[config.mk]
export PLATFORM = sky130hd
export DESIGN_NAME = software_timer_bank_unit
export DESIGN_NICKNAME = d
export VERILOG_FILES = /design/src/rtl/stb_pkg.sv /design/src/rtl/software_timer_bank_unit.sv /design/src/rtl/stb_slot_ram.sv /design/src/rtl/stb_seq.sv
export SDC_FILE = /design/constraint.sdc
export NUM_CORES = 1
export LEC_CHECK = 0
export BUFFER_PORTS_ARGS = -buffer_cell sky130_fd_sc_hd__buf_2
export CAP_MARGIN = 25
export CORE_MARGIN = 2
export CORE_UTILIZATION = 35
export CTS_CLUSTER_SIZE = 12
export DETAILED_ROUTE_END_ITERATION = 8
export MAX_ROUTING_LAYER = met4
export SLEW_MARGIN = 20
export SYNTH_ARGS = -nofsm -noshare
export SYNTH_HDL_FRONTEND = slang
export SYNTH_SLANG_ARGS = --single-unit
[constraint.sdc]
create_clock -name clk -period 33 [get_ports clk]
set_input_delay 4.95 -clock clk [delete_from_list [all_inputs] [get_ports clk]]
set_output_delay 4.95 -clock clk [all_outputs]
set_load 0.02 [all_outputs]
[src/rtl/stb_pkg.sv]
`timescale 1ns / 1ps
// ----------------------------------------------------------------------------
// stb_pkg
// Shared sizes, result codes and record types of the software timer bank.
// ----------------------------------------------------------------------------
package stb_pkg;

  localparam int NUM_TIMERS  = 16;
  localparam int SLOT_IDX_W  = (NUM_TIMERS > 1) ? $clog2(NUM_TIMERS) : 1;
  localparam int DUR_W       = 32;
  localparam int SLOT_W      = 4;
  localparam int EV_W        = 2;
  localparam int MAX_RESULTS = 16;
  localparam int RES_CNT_W   = $clog2(MAX_RESULTS + 1);

  typedef logic [SLOT_IDX_W-1:0] slot_idx_t;

  // Result codes carried in tuser
  localparam logic [EV_W-1:0] EV_CREATED = 2'd0;
  localparam logic [EV_W-1:0] EV_FULL    = 2'd1;
  localparam logic [EV_W-1:0] EV_EXPIRED = 2'd2;

  // Input kind codes
  localparam logic KIND_TICK   = 1'b0;
  localparam logic KIND_CREATE = 1'b1;

  // One slot record as stored in the slot memory
  typedef struct packed {
    logic [DUR_W-1:0] duration;
    logic [DUR_W-1:0] count;
    logic             single_shot;
    logic             notify;
  } slot_entry_t;

  localparam int ENTRY_W = $bits(slot_entry_t);

  // One result handed from the sequencer to the output register
  typedef struct packed {
    logic [EV_W-1:0]   event_res;
    logic [SLOT_W-1:0] slot;
    logic              last;
  } stb_res_t;

  // Low SLOT_W bits of a slot index, zero-extended for small banks
  function automatic logic [SLOT_W-1:0] slot_field(input slot_idx_t idx);
    logic [SLOT_IDX_W+SLOT_W-1:0] wide;
    wide = {{SLOT_W{1'b0}}, idx};
    return wide[SLOT_W-1:0];
  endfunction

endpackage

[src/rtl/software_timer_bank_unit.sv]
`timescale 1ns / 1ps
// ----------------------------------------------------------------------------
// software_timer_bank_unit
// Bank of periodic and one-shot timer slots driven by create and tick items.
// ----------------------------------------------------------------------------
// A create transfer claims the lowest inactive slot and answers with one
// result (created, or bank full with slot 0) once the result register is
// free. A tick transfer walks every slot in index order through the slot
// memory over its single registered read port, one slot per cycle while
// no expiry result is held up by back-pressure on the result register.
// Each notifying expiry yields one expired result, and the last of them
// carries tlast; a tick without notifying expiries yields none.
// Active marks live in flip-flops cleared by reset, so no clearing pass is
// needed. A new item is taken once the previous one has pushed all results;
// the final result may still wait in the output register.
module software_timer_bank_unit (
  input  logic        clk,
  input  logic        rst_n,
  // input channel
  input  logic        in_tvalid,
  output logic        in_tready,
  input  logic [39:0] in_tdata,   // [31:0] duration, [32] single_shot, [33] notify
  input  logic        in_tuser,   // [0] kind
  // result channel
  output logic        out_tvalid,
  input  logic        out_tready,
  output logic [7:0]  out_tdata,  // [3:0] slot
  output logic [1:0]  out_tuser,  // [1:0] event_res
  output logic        out_tlast
);

  stb_pkg::slot_entry_t ram_wdata;
  stb_pkg::slot_entry_t ram_rdata;
  stb_pkg::slot_idx_t   ram_waddr;
  stb_pkg::slot_idx_t   ram_raddr;
  logic                 ram_we;

  logic                 out_free;
  logic                 res_push;
  stb_pkg::stb_res_t    res;

  logic                 out_vld_r, out_vld_nxt;
  stb_pkg::stb_res_t    out_res_r, out_res_nxt;

  // Output register frees up in the same cycle its transfer completes
  assign out_free = !out_vld_r || out_tready;

  stb_seq u_seq (
    .clk              (clk),
    .rst_n            (rst_n),
    .item_vld         (in_tvalid),
    .item_rdy         (in_tready),
    .item_kind        (in_tuser),
    .item_duration    (in_tdata[stb_pkg::DUR_W-1:0]),
    .item_single_shot (in_tdata[32]),
    .item_notify      (in_tdata[33]),
    .ram_we           (ram_we),
    .ram_waddr        (ram_waddr),
    .ram_wdata        (ram_wdata),
    .ram_raddr        (ram_raddr),
    .ram_rdata        (ram_rdata),
    .out_free         (out_free),
    .res_push         (res_push),
    .res              (res)
  );

  stb_slot_ram u_ram (
    .clk     (clk),
    .we      (ram_we),
    .waddr   (ram_waddr),
    .wdata   (ram_wdata),
    .raddr   (ram_raddr),
    .rdata_r (ram_rdata)
  );

  // Load a pushed result, otherwise drop the register once it is taken
  always_comb begin
    out_vld_nxt = out_vld_r;
    out_res_nxt = out_res_r;
    if (res_push) begin
      out_vld_nxt = 1'b1;
      out_res_nxt = res;
    end else if (out_tready) begin
      out_vld_nxt = 1'b0;
    end
  end

  always_ff @(posedge clk) begin
    if (!rst_n) begin
      out_vld_r <= 1'b0;
    end else begin
      out_vld_r <= out_vld_nxt;
    end
  end

  always_ff @(posedge clk) begin
    out_res_r <= out_res_nxt;
  end

  assign out_tvalid = out_vld_r;
  assign out_tdata  = {4'b0000, out_res_r.slot};
  assign out_tuser  = out_res_r.event_res;
  assign out_tlast  = out_res_r.last;

endmodule

[src/rtl/stb_slot_ram.sv]
`timescale 1ns / 1ps
// ----------------------------------------------------------------------------
// stb_slot_ram
// Slot record memory: one write port, one read port, registered read data.
// ----------------------------------------------------------------------------
module stb_slot_ram (
  input  logic                  clk,
  input  logic                  we,
  input  stb_pkg::slot_idx_t    waddr,
  input  stb_pkg::slot_entry_t  wdata,
  input  stb_pkg::slot_idx_t    raddr,
  output stb_pkg::slot_entry_t  rdata_r
);

  stb_pkg::slot_entry_t mem [stb_pkg::NUM_TIMERS];

  always_ff @(posedge clk) begin
    if (we) begin
      mem[waddr] <= wdata;
    end
  end

  always_ff @(posedge clk) begin
    rdata_r <= mem[raddr];
  end

endmodule

[src/rtl/stb_seq.sv]
`timescale 1ns / 1ps
// ----------------------------------------------------------------------------
// stb_seq
// Item sequencer: slot allocation on create, read-modify-write walk on tick.
// ----------------------------------------------------------------------------
module stb_seq (
  input  logic                   clk,
  input  logic                   rst_n,
  // accepted input item
  input  logic                   item_vld,
  output logic                   item_rdy,
  input  logic                   item_kind,
  input  logic [stb_pkg::DUR_W-1:0] item_duration,
  input  logic                   item_single_shot,
  input  logic                   item_notify,
  // slot memory
  output logic                   ram_we,
  output stb_pkg::slot_idx_t     ram_waddr,
  output stb_pkg::slot_entry_t   ram_wdata,
  output stb_pkg::slot_idx_t     ram_raddr,
  input  stb_pkg::slot_entry_t   ram_rdata,
  // result push into the output register
  input  logic                   out_free,
  output logic                   res_push,
  output stb_pkg::stb_res_t      res
);

  typedef enum logic [1:0] {ST_IDLE, ST_CREATE, ST_WALK, ST_FLUSH} state_t;

  state_t                         state_r, state_nxt;
  logic [stb_pkg::NUM_TIMERS-1:0] active_r, active_nxt;
  stb_pkg::slot_idx_t             q_r, q_nxt;
  stb_pkg::slot_idx_t             pend_r, pend_nxt;
  logic                           pend_vld_r, pend_vld_nxt;
  logic [stb_pkg::RES_CNT_W-1:0]  nres_r, nres_nxt;
  logic [stb_pkg::DUR_W-1:0]      dur_r, dur_nxt;
  logic                           ss_r, ss_nxt;
  logic                           nt_r, nt_nxt;

  logic                           have_free;
  stb_pkg::slot_idx_t             free_idx;
  logic [stb_pkg::DUR_W-1:0]      cnt_inc;
  logic                           expired;
  logic                           emit;
  logic                           stall;

  // Lowest inactive slot
  always_comb begin
    have_free = 1'b0;
    free_idx  = '0;
    for (int i = stb_pkg::NUM_TIMERS - 1; i >= 0; i--) begin
      if (!active_r[i]) begin
        have_free = 1'b1;
        free_idx  = stb_pkg::SLOT_IDX_W'(i);
      end
    end
  end

  // Slot under update in the walk: count can't wrap, it never exceeds duration
  assign cnt_inc = ram_rdata.count + stb_pkg::DUR_W'(1);
  assign expired = (cnt_inc >= ram_rdata.duration);
  assign emit    = active_r[q_r] && expired && ram_rdata.notify &&
                   (nres_r < stb_pkg::RES_CNT_W'(stb_pkg::MAX_RESULTS));
  assign stall   = (state_r == ST_WALK) && emit && pend_vld_r && !out_free;

  assign item_rdy = (state_r == ST_IDLE);

  always_comb begin
    state_nxt    = state_r;
    active_nxt   = active_r;
    q_nxt        = q_r;
    pend_nxt     = pend_r;
    pend_vld_nxt = pend_vld_r;
    nres_nxt     = nres_r;
    dur_nxt      = dur_r;
    ss_nxt       = ss_r;
    nt_nxt       = nt_r;
    ram_we       = 1'b0;
    ram_waddr    = q_r;
    ram_wdata    = ram_rdata;
    ram_raddr    = q_r + stb_pkg::SLOT_IDX_W'(1);
    res_push     = 1'b0;
    res          = '{event_res: stb_pkg::EV_EXPIRED,
                     slot: stb_pkg::slot_field(pend_r), last: 1'b0};

    case (state_r)
      ST_IDLE: begin
        ram_raddr = '0;
        if (item_vld) begin
          dur_nxt = item_duration;
          ss_nxt  = item_single_shot;
          nt_nxt  = item_notify;
          if (item_kind == stb_pkg::KIND_CREATE) begin
            state_nxt = ST_CREATE;
          end else begin
            // slot 0 read issued now, its record arrives on the first walk cycle
            q_nxt        = '0;
            nres_nxt     = '0;
            pend_vld_nxt = 1'b0;
            state_nxt    = ST_WALK;
          end
        end
      end

      ST_CREATE: begin
        if (out_free) begin
          res_push = 1'b1;
          state_nxt = ST_IDLE;
          if (have_free) begin
            ram_we               = 1'b1;
            ram_waddr            = free_idx;
            ram_wdata.duration   = dur_r;
            ram_wdata.count      = '0;
            ram_wdata.single_shot = ss_r;
            ram_wdata.notify     = nt_r;
            active_nxt[free_idx] = 1'b1;
            res = '{event_res: stb_pkg::EV_CREATED,
                    slot: stb_pkg::slot_field(free_idx), last: 1'b1};
          end else begin
            res = '{event_res: stb_pkg::EV_FULL, slot: '0, last: 1'b1};
          end
        end
      end

      ST_WALK: begin
        if (stall) begin
          // hold the slot and re-read it
          ram_raddr = q_r;
        end else begin
          if (active_r[q_r]) begin
            ram_we          = 1'b1;
            ram_wdata.count = expired ? '0 : cnt_inc;
            if (expired && ram_rdata.single_shot) begin
              active_nxt[q_r] = 1'b0;
            end
          end
          if (emit) begin
            // the held expiry is not the last one: release it
            res_push     = pend_vld_r;
            pend_nxt     = q_r;
            pend_vld_nxt = 1'b1;
            nres_nxt     = nres_r + stb_pkg::RES_CNT_W'(1);
          end
          q_nxt = q_r + stb_pkg::SLOT_IDX_W'(1);
          if (q_r == stb_pkg::SLOT_IDX_W'(stb_pkg::NUM_TIMERS - 1)) begin
            state_nxt = ST_FLUSH;
          end
        end
      end

      ST_FLUSH: begin
        if (!pend_vld_r) begin
          state_nxt = ST_IDLE;
        end else if (out_free) begin
          res_push     = 1'b1;
          res.last     = 1'b1;
          pend_vld_nxt = 1'b0;
          state_nxt    = ST_IDLE;
        end
      end

      default: begin
        state_nxt = ST_IDLE;
      end
    endcase
  end

  always_ff @(posedge clk) begin
    if (!rst_n) begin
      state_r    <= ST_IDLE;
      active_r   <= '0;
      pend_vld_r <= 1'b0;
      nres_r     <= '0;
      q_r        <= '0;
    end else begin
      state_r    <= state_nxt;
      active_r   <= active_nxt;
      pend_vld_r <= pend_vld_nxt;
      nres_r     <= nres_nxt;
      q_r        <= q_nxt;
    end
  end

  always_ff @(posedge clk) begin
    pend_r <= pend_nxt;
    dur_r  <= dur_nxt;
    ss_r   <= ss_nxt;
    nt_r   <= nt_nxt;
  end

`ifndef SYNTHESIS
  a_push_needs_room: assert property (@(posedge clk) disable iff (!rst_n)
    res_push |-> out_free)
    else $error("result pushed while output register is held");

  a_idle_no_pending: assert property (@(posedge clk) disable iff (!rst_n)
    (state_r == ST_IDLE) |-> !pend_vld_r)
    else $error("held expiry left behind after a tick");

  a_create_single_last: assert property (@(posedge clk) disable iff (!rst_n)
    (res_push && state_r == ST_CREATE) |-> (res.last && state_nxt == ST_IDLE))
    else $error("create result not final");

  a_write_only_busy: assert property (@(posedge clk) disable iff (!rst_n)
    ram_we |-> (state_r == ST_WALK || state_r == ST_CREATE))
    else $error("slot memory written while idle");

  a_result_bound: assert property (@(posedge clk) disable iff (!rst_n)
    nres_r <= stb_pkg::RES_CNT_W'(stb_pkg::MAX_RESULTS))
    else $error("result count beyond limit");
`endif

endmodule

After elaboration in Yosys (flattened, before gate mapping)
Memories as Yosys holds them, arrays and structs flattened. A register that Yosys moved wholly into a read port is not among the register bits.
Cells that the tools add are included.
{"block": "classes", "n_addsub": 3, "n_lt_le_gt_ge": 6, "n_eq_ne": 13, "n_mux": 97, "bitwise_logic": 4, "n_reduce_logical": 25}
{"op": "66-bit two-way mux", "n": 2}
{"op": "32-bit two-way mux", "n": 4}
{"op": "4-bit two-way mux", "n": 23}
{"op": "16-bit two-way mux", "n": 5}
{"op": "32-bit case mux with 2 select lines", "n": 1}
{"op": "1-bit two-way mux", "n": 37}
{"op": "32-bit by 1-bit adder with 32-bit output (second input constant)", "n": 1}
{"op": "32-bit greater-or-equal comparator", "n": 1}
{"op": "16-bit case mux with 2 select lines", "n": 1}
{"op": "5-bit two-way mux", "n": 5}
{"op": "16-bit bitwise AND", "n": 1}
{"op": "16-bit NOT", "n": 1}
{"op": "16-bit bitwise OR", "n": 1}
{"op": "4-bit case mux with 2 select lines", "n": 2}
{"op": "2-bit two-way mux", "n": 7}
{"op": "2-bit inequality test (second input constant)", "n": 6}
{"op": "4-bit by 5-bit < comparator with 1-bit output (second input constant)", "n": 2}
{"op": "5-bit case mux with 2 select lines", "n": 1}
{"op": "5-bit AND reduction", "n": 2}
{"op": "1-bit logical AND", "n": 9}
{"op": "3-bit AND reduction", "n": 3}
{"op": "1-bit demux with 4-bit select", "n": 2}
{"op": "4-bit by 1-bit greater-or-equal comparator with 1-bit output (second input constant)", "n": 2}
{"op": "2-bit case mux with 4 select lines", "n": 1}
{"op": "19 further kinds", "n": 28}
{"block": "totals", "ff_bits": 74, "mem_bits_rw": 1056, "in_bits": 45, "out_inout_bits": 13, "wordCells": 162, "n_memories": 1}
{"memory": "u_ram.mem", "depth": 16, "width": 66, "rd": 1, "rd_clocked_by_memory_dff": 1, "wr": 1, "line_no": "stb_slot_ram.sv:15", "source": "stb_pkg::slot_entry_t mem [stb_pkg::NUM_TIMERS];"}

Logic depth before layout (Yosys ltp)
Gate-level depths: netlist of the first run.
{"block": "logic_depth", "ltp_word": 24, "ltp_mapped": 21, "mapped_depth_nobuf": 17}

Hierarchy
A second synthesis of the first run with hierarchy kept.
{"block": "hier_totals", "hier_cells": 2326, "hier_area_um2": 46524.6}
{"module": "stb_slot_ram", "instances": 1, "cells_per_inst": 1698, "area_each_um2": 40799.1, "seq_area_each_um2": 33031.7}
{"module": "stb_seq", "instances": 1, "cells_per_inst": 612, "area_each_um2": 5432.7, "seq_area_each_um2": 1701.6}
{"module": "software_timer_bank_unit", "instances": 1, "cells_per_inst": 16, "area_each_um2": 292.8, "seq_area_each_um2": 230.2}

Worst setup path after synthesis of the first run
OpenSTA, ideal clock, no wires.
{"block": "synth_path", "kind": "input-to-reg", "from": "input port out_tready", "to": "memory u_ram.mem[0][0] in the netlist's numbering (enable)", "setup_time_ns": 0.653, "t_arrival_ns": 12.434, "t_required_ns": 32.347, "slack_ns": 19.913, "cell_stages": 7, "path_buffers": 0, "cell_sequence": "nor2b_1 > nor2_1 > inv_1 > nor2_1 > a22oi_1 > or2_2 > nor4_1"}
{"block": "synth_via", "elab_chain_len": 7, "elab_cells_between_ends": 10, "classes_between": "mux (7); reduce/logical (3)"}
{"element": "start, declared", "line_no": "software_timer_bank_unit.sv:26", "source": "input logic out_tready,"}
{"element": "1-bit logical OR (*)", "line_no": "software_timer_bank_unit.sv:46", "source": "assign out_free = !out_vld_r || out_tready;"}
{"element": "1-bit zero test", "line_no": "stb_seq.sv:64", "source": "assign stall = (state_r == ST_WALK) && emit && pend_vld_r && !out_free;"}
{"element": "1-bit logical AND", "line_no": "stb_seq.sv:64"}
{"element": "1-bit two-way mux", "line_no": "stb_seq.sv:126", "source": "if (stall) begin"}
{"element": "1-bit case mux with 2 select lines", "line_no": "stb_seq.sv:86", "source": "case (state_r)"}
{"element": "1-bit two-way mux", "line_no": "stb_slot_ram.sv:18", "source": "if (we) begin"}
{"element": "1-bit two-way mux (not written as such)", "line_no": "stb_slot_ram.sv:19", "source": "mem[waddr] <= wdata;"}
{"element": "end, declared", "line_no": "stb_slot_ram.sv:15"}
Mark *: on every way between the ends. The rest lies on a longest branch, timed or not.

Worst setup path after layout of the first run
{"block": "layout_path", "from": "input port out_tready", "to": "register u_ram.rdata_r[6] (netlist name)"}
{"block": "layout_via", "elab_chain_len": 5}
{"element": "1-bit logical OR", "line_no": "software_timer_bank_unit.sv:46"}
{"element": "1-bit zero test", "line_no": "stb_seq.sv:64"}
{"element": "1-bit logical AND", "line_no": "stb_seq.sv:64"}
{"element": "4-bit two-way mux"}
{"element": "4-bit case mux with 2 select lines", "line_no": "stb_seq.sv:86"}
No other way between the ends.
A chain may end at the register's enable or synchronous reset.

==> results.toml, run 1 <==
[status]
status = "completed"

[synthesis]
yosysWarnings = 0
seq_area_frac_synth_pct = 73.9
async_reset_ff_share_pct = 0
synth_cell_types = 64
synth_seq_cells = 1196
yosys-top-cells-area = "edfxtp_1 (70%), a21oi_1 (5.3%), a221oi_1 (4.9%)"
synth-edff-count = 1101
synth_ff_type = "edfxtp_1"
avgSynthCellArea_sq_um = 14.0
yosys.area.top_type = "edfxtp_1"
yosysTopAreaCellShare_pct = 69.9
synth_common_cells = "edfxtp_1 (1101), nand2_1 (587), a21oi_1 (499)"
netlist_area_sq_um = 47300
synth.most_common_cell = "edfxtp_1"
synthCells = 3383

[setup_path]
worstPathRequired_ns = 33.56
critPathMostFrequentCell = "buf_12"
end_kind = "flip-flop"
cp_slowest_cell = "buf_12"
rr_worst_depth = 20
r2r-start = "u_ram.rdata_r[4]"
critPathKind = "input pin to flip-flop"
critPathMaxFanout = 184
worstSetupStartpointType = "input pin"
cp_num_buf_inv = 3
crit_family = "simple AND/OR/NAND/NOR gates"
slowest_delay_ns = 0.60
crit_chain = "buf_2 > nor2b_1 > nand3_1 > nor2_1 > and2_4 > o21ai_4 > mux2i_4 > buf_12 > buf_12 > mux2i_1 > a221oi_1 > or4_1"
ff2ff_setup_slack_ns = 25.16
crit_arrival_ns = 9.15
r2r_end = "u_ram.rdata_r[6]"

[sta]
period_share_pct = 26.1
fmax_mhz = 116
period_needed_ns = 8.60
setup_violations = 0
tns_ns = 0
skew_ns = 0.0330
max-slew-margin-rel_pct = 6.88
hold_violations = 0
tightestPinTransition_ns = 1.40
rsz0062_at_grt = "false"
drv_slew = 0

[clocking]
cts_sinks = 1196
cts.clk_slew.worst_paths_ns = 0.06
numCtsBuffers = 119
cts_resized = 0
clkLatencyLatePin_ns = 0.71
cts-root-buf = "clkbuf_16"
cts_max_level = 3
clk_path_buf_depth = 3
cts_tree = "built"
cts_setup_buffers = 0
hold_buffers = 0

[route]
wl_per_cell_um = 23.3
ant_nets = 0
drc = 0
drt_iter0_markers = 3089
routed_via_density = 5.50
vias = 29200
firstDrtPassIters = 8
wl_um = 124000

[floorplanning]
die_h_um = 372
dieArea_sq_um = 138000
start_util_pct = 35.4
core-area_sq_um = 134000
ios = 58
die_x_um = 372
rows = 134

[place]
port_buffers = 47
gp_congestion = 0.818
hpwl_um = 60800

[cells_and_area]
fin_util_pct = 40.1
syn_to_final_growth_pct = 13.4
multi_input_area_sq_um = 11500
fin_nets = 3518
seqCellArea_sq_um = 35000
n_fill_cell = 12300
drive_gt1_share_pct = 9.91

[worst_hold_path]
whs_endpoint = "u_seq.nres_r[4]"
hold_path_class = "flip-flop to flip-flop"
worstHoldStart = "u_seq.nres_r[4]"
min_path_cells = 2

[global_route]
grt_max_degree = 185
grt_pass1_wl_um = 182000
antenna_found_initial = 0
grt-ovfl-total = 0
gr-usage-all-layers_pct = 18.0
first_global_vias = 28000

[power_and_ir_drop]
vdd_ir_drop_max_mv = 0.171
power_density_nw_per_um2 = 88.0
p_leak_nw = 17.6

[flow_run]
drv_cap = 0
layout by cell type, fill, tap and decap left out, types with 15 or more instances in the layout:
cell type,Yosys,routed
clkbuf_16,0,124
nand2_1,587,587
or4_1,67,67
clkbuf_1,173,70
dfxtp_1,95,95
ha_1,42,42
nand4_1,15,15
nor2_1,54,52
nand3_1,30,30
clkbuf_8,0,16
buf_4,5,102
a221oi_1,265,265
xnor2_1,20,20
edfxtp_1,1101,1101
mux2i_1,70,68
inv_1,49,49
a21oi_1,499,499
buf_2,38,48
o21ai_0,70,69
a22o_1,18,18
metal layers:
metal / global-route usage, % / part of all wire, %
met4: 5.03 / 2.6
met3: 2.31 / 5.9
met1: 24.3 / 44
met2: 28.6 / 48
met5: - / 0
final cells by class:
class                           count  area share, %
Sequential cell                  1196           65.2
Multi-Input combinational cell   1908           21.4
Clock buffer                      210           6.68
Tap cell                         1768           4.12
Timing Repair Buffer              157           2.13
Inverter                           49          0.343
Clock inverter                     13          0.208
Antenna cell                        1        0.00466
where the power goes:
group	switching, mW	internal, mW
Sequential	0.0526	2.02
Clock	0.549	0.736
Combinational	0.984	0.377
Total	1.59	3.13
kinds of logic (layout without fill, tap and decap cells):
kind of cell	Yosys count	after routing	synth area share, %
compound gates	926	926	12.6
xor+xnor	32	32	0.593
fa+ha+maj	42	42	1.11
buf+inv	282	429	2.39
flops	1196	1196	73.9
mux	77	77	1.74
other cells	1	5	0.00793
simple gates	827	827	7.68
tightest hold or removal path, cell delays in order (launching register included):
cell,delay (ns)
dfxtp_1,0.34
a41oi_1,0.05
nor2_1,0.09
sequential cells by signal, summed over array words and instances (netlist names):
name	count
u_seq.nres_r	5
u_seq.state_r	2
u_seq.q_r	4
out_tdata	4
u_seq.active_r	16
u_seq.dur_r	32
out_tvalid	1
u_ram.mem	1056
out_tuser	2
out_tlast	1
u_seq.pend_vld_r	1
u_seq.pend_r	4
u_ram.rdata_r	66
u_seq.nt_r	1
u_seq.ss_r	1
worst max-delay path by stage:
stage	from	to	slack, ns	depth (start not counted)
after floorplan	out_tready	u_ram.mem[0][0]	19.91	7
after global placement	out_tready	u_ram.mem[9][45]	23.90	10
after detailed placement	out_tready	u_ram.mem[8][24]	23.84	10
after CTS	out_tready	u_ram.mem[8][24]	24.55	10
after global routing	out_tready	u_ram.rdata_r[14]	24.27	12
final	out_tready	u_ram.rdata_r[6]	24.40	12
through the flow:
stage | area (sq um) | total power, mW | worst slack [ns] | hold slack, ns | cells
after floorplan | 47300 | 3.00 | 19.91 | 0.440 | 3386
after global placement | 49900 | 3.42 | 23.90 | 0.487 | 5073
after detailed placement | 49900 | 3.45 | 23.84 | 0.475 | 5075
after CTS | 53600 | 4.72 | 24.55 | 0.509 | 5298
after global routing | 53700 | 4.95 | 24.27 | 0.557 | 5301
final | 53700 | 4.72 | 24.40 | 0.515 | 5302
(Power assumes the default switching activity.)
==> run 2: changes to the inputs <==
- clock period: 33 -> 8.7 ns (I/O delays scaled with it)
==> results.toml, run 2 (synthesis results as in run 1) <==
[status]
status = "completed"

[setup_path]
crit_family = "simple AND/OR/NAND/NOR gates"
ff2ff_setup_slack_ns = 2.08
end_kind = "flip-flop"
crit_chain = "nand3_1 > nor3_1 > and3_1 > nand3_1 > buf_4 > nor3_1 > buf_4 > nand4_1 > xnor2_1 > ha_1 > nand4_1 > nor2_1 > a221o_1 > a211o_1 > o21ai_4 > mux2i_4 > buf_12 > buf_4 > mux2i_1 > a221oi_1 > or4_1"
cp_num_buf_inv = 4
cp-startpoint = "u_ram.rdata_r[4]"
r2r-start = "u_ram.rdata_r[4]"
rr_worst_depth = 21
critPathKind = "flip-flop to flip-flop"
r2r_end = "u_ram.rdata_r[7]"
critPathMaxFanout = 20
worstSetupStartpointType = "flip-flop"
crit_arrival_ns = 7.17
slowest_delay_ns = 0.68
worstPathRequired_ns = 9.25
cp_slowest_cell = "o21ai_4"
critPathMostFrequentCell = "buf_4"

[clocking]
clk_path_buf_depth = 3
numCtsBuffers = 114
cts-root-buf = "clkbuf_16"
hold_buffers = 0
clkLatencyLatePin_ns = 0.68
cts_setup_buffers = 0
cts_resized = 0
cts.clk_slew.worst_paths_ns = 0.06
cts_sinks = 1196
cts_max_level = 3
cts_tree = "built"

[flow_run]
drv_cap = 0

[sta]
fmax_mhz = 151
tightestPinTransition_ns = 0.921
skew_ns = 0.0215
drv_slew = 0
worst_slack_ns = 2.08
max-slew-margin-rel_pct = 37.3
hold_violations = 0
period_needed_ns = 6.62
period_share_pct = 76.1
setup_violations = 0
rsz0062_at_grt = "false"

[power_and_ir_drop]
p_leak_nw = 17.7
internal-power_mw = 11.8
p_sw_share_pct = 33.9
p_comb_share_pct = 30.2
seq_power_share_pct = 44.1
power_density_nw_per_um2 = 330
finalPower_mw = 17.8
clkPwrFrac_pct = 25.7
vdd_ir_drop_max_mv = 0.275
total_switching_power_mw = 6.03

[cells_and_area]
n_fill_cell = 12300
design_area_sq_um = 54000
fin_nets = 3537
final_cells = 5313
top_register = "u_ram.mem"
layout_commonest_cell = "edfxtp_1"
largest_register_ffs = 1056
layout_common_cells = "edfxtp_1 (1101), nand2_1 (587), a21oi_1 (499), a221oi_1 (265), clkbuf_16 (116)"
top_regs = "u_ram.mem x1056, u_ram.rdata_r x66, u_seq.dur_r x32"
drive_gt1_share_pct = 10.1
syn_to_final_growth_pct = 14.2

[worst_hold_path]
whs_endpoint = "u_seq.nres_r[4]"
worstHoldStart = "u_seq.nres_r[4]"
hold_path_class = "flip-flop to flip-flop"
min_path_cells = 2

[floorplanning]
die_h_um = 372
rows = 134
start_util_pct = 35.4
ios = 58
core-area_sq_um = 134000
dieArea_sq_um = 138000
die_x_um = 372

[route]
routed_via_density = 5.52
wl_per_cell_um = 23.3
ant_nets = 0
drc = 0
drt_iter0_markers = 3440
vias = 29300
wl_um = 124000
firstDrtPassIters = 5

[place]
gp_congestion = 0.801
hpwl_um = 61000
post-place-ws_ns = 2.14
placed_cells = 5101
port_buffers = 47
dpl_cell_area_sq_um = 50700

[global_route]
grt-ovfl-total = 0
first_global_vias = 28100
grt_pass1_wl_um = 182000
gr-usage-all-layers_pct = 18.1
antenna_found_initial = 1
grt_max_degree = 102
run 2: worst max path at each step:
stage | to | slack, ns | cells after the start
detailed placement | u_ram.rdata_r[7] | 2.14 | 21
floorplan | u_ram.mem[0][0] | -2.49 | 18
CTS | u_ram.rdata_r[2] | 2.10 | 21
global placement | u_ram.mem[9][61] | 2.03 | 20
global route | u_ram.rdata_r[9] | 1.75 | 20
finish | u_ram.rdata_r[7] | 2.08 | 21
run 2: final cells by class:
class	count	area (sq um)	share of cell area, %
sequential	1196	35000	64.7
multi-input combinational	1908	11500	21.3
clock buffer	201	3280	6.07
tap	1768	2210	4.09
timing repair buffer	181	1810	3.35
inverter	49	184	0.340
clock inverter	9	57.6	0.107
antenna	1	2.50	0.00463
run 2: stage by stage:
| stage | hold WS (ns) | TNS (ns) | util, % |
|---|---|---|---|
| floorplan | 0.440 | -472.33 | - |
| global placement | 0.487 | 0 | 37.9 |
| detailed placement | 0.476 | 0 | 37.9 |
| CTS | 0.509 | 0 | 40.4 |
| global route | 0.520 | 0 | 40.4 |
| finish | 0.513 | 0 | 40.4 |
run 2: worst min-delay path: cells and delay by family (launching register included):
family	cells	cell delay, ns
flops	1	0.34
compound gates	1	0.05
simple gates	1	0.08
run 2: metal layers:
layer | routed length [um] | up-vias | global-route usage, % | share of wire (%)
li1 | - | 13200 | - | -
met1 | 54900 | 14800 | 24.9 | 44
met2 | 57600 | 1128 | 28.0 | 46
met3 | 8750 | 196 | 2.77 | 7.1
met4 | 2680 | 0 | 4.47 | 2.2
met5 | 0 | - | - | 0
run 2: power groups by stage:
stage | clock network (mW) | logic [mW] | registers [mW]
floorplan | 0 | 3.47 | 7.92
global placement | 0 | 5.25 | 7.96
detailed placement | 0 | 5.35 | 7.97
CTS | 4.64 | 5.36 | 7.85
global route | 4.88 | 5.90 | 7.88
finish | 4.58 | 5.38 | 7.85
